--- src/hw/rtl/rghpc_pkg.sv ---
`default_nettype none

package rghpc_pkg;

  localparam int unsigned PIX_W     = 8;
  localparam int unsigned GAIN_W    = 12;
  localparam int unsigned CC_W      = 3;
  localparam int unsigned PROD_W    = PIX_W + GAIN_W;
  localparam int unsigned NUM_W     = 2 * PIX_W;
  localparam int unsigned CFG_W     = 12;
  localparam int unsigned CFG_IDX_W = 1;
  localparam int unsigned DIV_STEPS = PIX_W;
  localparam int unsigned STEP_W    = $clog2(DIV_STEPS);

  // Register indexes on the configuration port
  localparam logic [CFG_IDX_W-1:0] REG_GAIN          = 1'd0;
  localparam logic [CFG_IDX_W-1:0] REG_CHANNEL_COUNT = 1'd1;

  localparam logic [GAIN_W-1:0] GAIN_RESET = 12'd256;
  localparam logic [CC_W-1:0]   CC_RESET   = 3'd3;
  localparam logic [CC_W-1:0]   CC_MIN     = 3'd3;

  // 255.0 in Q12.8
  localparam logic [PROD_W-1:0] OVER_LIMIT = 20'd65280;

  // Word in flight through the quotient stages
  typedef struct packed {
    logic             eoi;
    logic             over;
    logic [PIX_W-1:0] r_dir;
    logic [PIX_W-1:0] g_dir;
    logic [PIX_W-1:0] b_dir;
    logic [PIX_W-1:0] m;
    logic [NUM_W-1:0] nr;
    logic [NUM_W-1:0] ng;
    logic [NUM_W-1:0] nb;
    logic [PIX_W-1:0] qr;
    logic [PIX_W-1:0] qg;
    logic [PIX_W-1:0] qb;
  } div_word_t;

endpackage

`default_nettype wire

--- src/hw/rtl/rghpc_div_step.sv ---
`default_nettype none

// One restoring step of the quotient for all three channels.
module rghpc_div_step import rghpc_pkg::*; (
  input  wire logic              clk,
  input  wire logic              rst,
  input  wire logic              advance,
  input  wire logic [STEP_W-1:0] bit_idx,
  input  wire logic              valid_in,
  input  wire div_word_t         word_in,
  output logic                   valid,
  output div_word_t              word
);

  div_word_t        word_next;
  logic [NUM_W-1:0] dsh;
  logic [PIX_W-1:0] qbit;

  always_comb begin
    dsh       = NUM_W'(word_in.m) << bit_idx;
    qbit      = PIX_W'(1) << bit_idx;
    word_next = word_in;
    if (word_in.nr >= dsh) begin
      word_next.nr = word_in.nr - dsh;
      word_next.qr = word_in.qr | qbit;
    end
    if (word_in.ng >= dsh) begin
      word_next.ng = word_in.ng - dsh;
      word_next.qg = word_in.qg | qbit;
    end
    if (word_in.nb >= dsh) begin
      word_next.nb = word_in.nb - dsh;
      word_next.qb = word_in.qb | qbit;
    end
  end

  always_ff @(posedge clk) begin
    if (rst) begin
      valid <= 1'b0;
    end else if (advance) begin
      valid <= valid_in;
    end
  end

  // advance the payload; no reset needed
  always_ff @(posedge clk) begin
    if (advance) begin
      word <= word_next;
    end
  end

endmodule

`default_nettype wire

--- config.mk ---
export PLATFORM = sky130hd
export DESIGN_NAME = rghpc_div_step
export DESIGN_NICKNAME = d
export VERILOG_FILES = /design/src/hw/rtl/rghpc_pkg.sv /design/src/hw/rtl/rghpc_div_step.sv
export SDC_FILE = /design/constraint.sdc
export NUM_CORES = 1
export LEC_CHECK = 0
export BUFFER_PORTS_ARGS = -buffer_cell sky130_fd_sc_hd__clkbuf_2
export CAP_MARGIN = 10
export CORE_ASPECT_RATIO = 2
export CORE_MARGIN = 5
export CORE_UTILIZATION = 51
export CTS_CLUSTER_DIAMETER = 30
export DETAILED_ROUTE_END_ITERATION = 8
export GPL_TIMING_DRIVEN = 0
export PLACE_DENSITY = 0.92
export SYNTH_ARGS = -nofsm -noshare
export SYNTH_HDL_FRONTEND = slang
export SYNTH_SLANG_ARGS = --single-unit
--- constraint.sdc ---
create_clock -name clk -period 11.9 [get_ports clk]
set_input_delay 1.19 -clock clk [delete_from_list [all_inputs] [get_ports clk]]
set_output_delay 1.19 -clock clk [all_outputs]
set_load 0.005 [all_outputs]
== After elaboration in Yosys (flattened, before gate mapping) ==
Cells that the tools add are included.

* Order comparisons: 3
* Bitwise gates (word level): 3
* Shift-type cells: 2
* Mux-type cells: 6
* Add/sub/neg operators: 3

{| class="wikitable"
|+ Operator list
! operator !! count
|-
| 16-bit >= comparator || 3
|-
| 16-bit two-way mux || 3
|-
| 16-bit subtractor || 3
|-
| 8-bit two-way mux || 3
|-
| 8-bit OR || 3
|-
| 8-bit by 3-bit << shifter with 16-bit output || 1
|-
| 1-bit by 3-bit << shifter with 8-bit output (first input constant) || 1
|}

* Input port bits: 113
* Output and inout port bits: 107
* Word-level logic and storage cells: 30
* Register bits: 107

== Longest topological paths before layout ==
* Depth in word-level cells: 3
* Depth in mapped cells: 16
* Depth with buffers taken out: 13

== Least setup slack after synthesis ==
No wires, ideal clock.

* Path kind: input to register
* From: input port bit_idx[1]
* To: register word[62] in the netlist's numbering (data pin)
* Slack: 7123 ps
* Buffers on the path: 5
* Setup time: 262 ps
* Arrival: 4515 ps
* Required time: 11638 ps
* Cell stages on the path: 15
* Cells stage by stage: clkbuf_1 clkbuf_1 buf_1 nor2_1 mux2i_1 ha_1 clkbuf_1 o211ai_1 a21oi_1 a211o_1 o21ai_1 a31oi_1 a2111oi_4 buf_6 mux2_1

{| class="wikitable"
|+ RTL lines
! element !! line !! text
|-
| from (decl) || rghpc_div_step.sv:8 || <nowiki>input wire logic [STEP_W-1:0] bit_idx,</nowiki>
|-
| to (signal assigned) || rghpc_div_step.sv:48 || <nowiki>word <= word_next;</nowiki>
|-
| to (decl) || rghpc_div_step.sv:12 || <nowiki>output div_word_t word</nowiki>
|}

==> run_results.csv <==
group,metric,value,unit
outcome,status,"complete, no violations",
setup_path,endpoint_kind,"flop",
timing,drv_slew,0,
cells_and_area,fin_area,0.00818,mm2
cells_and_area,syn_to_final_growth,24.8,%
timing,worst_slack,6.31,ns
clock_network,cts_resized,0,
floorplan,rows,58,
timing,hold_violations,0,
logic_synthesis,syn_nets,741,
timing,slew_headroom,46.9,%
placed_design,io_buffers,217,
setup_path,r2r_start,"valid$_SDFFE_PP0P_",
setup_path,crit_start,"bit_idx[1]",
setup_path,crit_arrival,5.67,ns
placed_design,routabilityCongestion,0.896,
clock_network,cts_sinks,107,
placed_design,hpwl,15100,um
power_and_ir_drop,peakVddDrop,0.0942,mV
power_and_ir_drop,p_leak,3.64,nW
logic_synthesis,yosys_warnings,0,
cells_and_area,fillers,972,
setup_path,crit_required,11.99,ns
logic_synthesis,avgSynthCellArea,11.3,um2
cells_and_area,fin_util,64.8,%
timing,timing.fmax,0.179,GHz
routing,drc,0,
routing,route.met3.wl,1330,um
setup_path,criticalPathCategory,"in -> reg",
routing,met2WireLength,10100,um
routing,finalWirelength,19300,um
cells_and_area,mostFrequentLayoutCells,"clkbuf_2, edfxtp_1, nor2_1",
grt,grt_pass1_vias,5818,
logic_synthesis,yosysUniqueCellTypes,55,
timing,setup_viol,0,
clock_network,holdBufCountCts,0,
grt,track_usage,24.4,%
cells_and_area,final_layout_size_suffix_gt1_share,33.9,%
floorplan,die_h,170,um
cells_and_area,finalNonFillerCells,964,
power_and_ir_drop,power_density,139,mW/mm2
power_and_ir_drop,power,1.13,mW
logic_synthesis,synth_edf_count,106,
logic_synthesis,ys_ff_latch,107,
floorplan,start_util,51.9,%
grt,antenna_found_initial,0,
worst_hold_path,hp-class,"reg -> reg",
timing,fin_crit_sh,46.9,%
cells_and_area,layout.cells.most_common,"clkbuf_2",
setup_path,worstSetupStartpointType,"input pin",
floorplan,core_area,0.0126,mm2
routing,final_antenna_net_count,0,
logic_synthesis,syn_area,0.00656,mm2
placed_design,placed_area,0.00786,mm2
timing,rsz0062_at_grt,"false",
placed_design,place_inst,948,
routing,detail_route.vias_per_cell,5.90,
clock_network,cts_max_level,3,
floorplan,pin_count,220,
setup_path,critical-path-top-delay-family,"buffers and inverters",
timing,finalCriticalPeriod,5.59,ns
timing,tns,0,ns
setup_path,cp_slowest_cell,"mux2i_1",
setup_path,worst_path_most_repeated_cell,"clkbuf_1",
routing,routedWlPerCell,20.0,um
floorplan,die_width,90.2,um
clock_network,post-cts-setup-buffer-count,0,
clock_network,cts_tree,"yes",
routing,first_iter_violations,360,
routing,wl_met1,6550,um
logic_synthesis,ys_seq_area_share,48.9,%
timing,hold_ws,0.507,ns
routing,vias,5688,
routing,drt_pass1_iterations,7,
timing,tightest_slew,0.774,ns
cells_and_area,antennaDiodeCount,0,
clock_network,cts_root_buf,"clkbuf_16",
clock_network,clk_pin_slew,0.08,ns
setup_path,cp_max_fo,10,
setup_path,cpPeakStageDelay,0.63,ns
setup_path,crit_chain,"clkbuf_1 -> clkbuf_1 -> buf_1 -> nor2_1 -> mux2i_1 -> ha_1 -> clkbuf_1 -> o211ai_1 -> a21oi_1 -> a211o_1 -> o21ai_1 -> a31oi_1 -> a2111oi_4 -> buf_6 -> mux2_1",
clock_network,clk_latency,0.35,ns
grt,grt_max_degree,65,
floorplan,dieArea,0.0154,mm2
logic_synthesis,netlist_instances,580,
logic_synthesis,synthArstFlopShare,0,%
grt,grt_pass1_wl,29700,um
placed_design,dp_slack,5.98,ns
worst_hold_path,min_from,"valid$_SDFFE_PP0P_",
setup_path,critPathBufInv,5,
grt,overflow,0,
timing,fin_skew,0,ns
routing,highest_layer,"met4",
run,cap_violations,0,
clock_network,cts.path.max_buffers,2,
cells_and_area,layout.nets,970,
clock_network,cts_made_buffers,9,
logic_synthesis,postSynth.topFlopCell,"edfxtp_1",
Yosys cell counts, drive strengths merged (9+ instances only):
| cell type | count | area [um2] |
|---|---|---|
| a21o | 21 | 158 |
| a21oi | 46 | 230 |
| a31o | 9 | 78.8 |
| clkbuf | 13 | 48.8 |
| edfxtp | 106 | 3180 |
| ha | 45 | 563 |
| inv | 23 | 86.3 |
| mux2 | 33 | 372 |
| mux2i | 17 | 170 |
| nand2 | 34 | 128 |
| nand2b | 10 | 62.6 |
| nand3 | 9 | 45.0 |
| nor2 | 51 | 191 |
| o21a | 9 | 67.6 |
| o21ai | 28 | 140 |
| xnor2 | 19 | 166 |
| xor2 | 12 | 105 |
registers in the layout, indices dropped and copies added (netlist names):
| signal | count |
|---|---|
| word | 106 |
| valid | 1 |
routing by layer:
layer	track usage (%)	vias up
met5	0	-
met3	5.40	82
met1	25.4	2672
li1	-	2658
met2	44.0	276
met4	15.2	0
area by class of cell:
cell class	instances	area [um2]	share of cell area, %
buffer	19	85.1	1.04
clock buffer	9	225	2.75
clock inverter	7	93.8	1.15
inverter	23	86.3	1.06
multi-input combinational	431	3180	38.9
sequential	107	3200	39.2
tap	150	188	2.29
timing repair buffer	218	1120	13.6
logic make-up (layout without fill, tap and decap cells):
logic type	after synthesis	after routing	synth area share (%)
AOI/OAI and AO/OA	165	165	16.9
muxes	50	50	8.26
and+or+nand+nor	137	137	9.69
xor gates and xnor gates	31	31	4.14
adders and majority gates	48	48	9.50
DFF	107	107	48.9
buffers and inverters	42	276	2.61
final timing paths:
path / slack (ns) / cells after the start / endpoint
worst max-delay path: 6.31 / 15 / word[65]$_DFFE_PP_
worst min-delay path: 0.51 / 2 / valid$_SDFFE_PP0P_
worst max register to register: 11.31 / 2 / valid$_SDFFE_PP0P_
worst min register to register: 0.51 / 2 / valid$_SDFFE_PP0P_
where the power goes:
group          internal [mW]  switching [mW]  leakage [nW]  total [mW]
clock                  0.155           0.160         0.154       0.315
combinational          0.149           0.181          2.44       0.330
sequential             0.475          0.0134          1.05       0.489
tightest hold or removal path, stage by stage, from the launching register on:
cell and delay (ns):
dfxtp_1 0.33, mux2i_1 0.07, nor2_1 0.07
No activity file was read; power rests on OpenSTA's default activity.
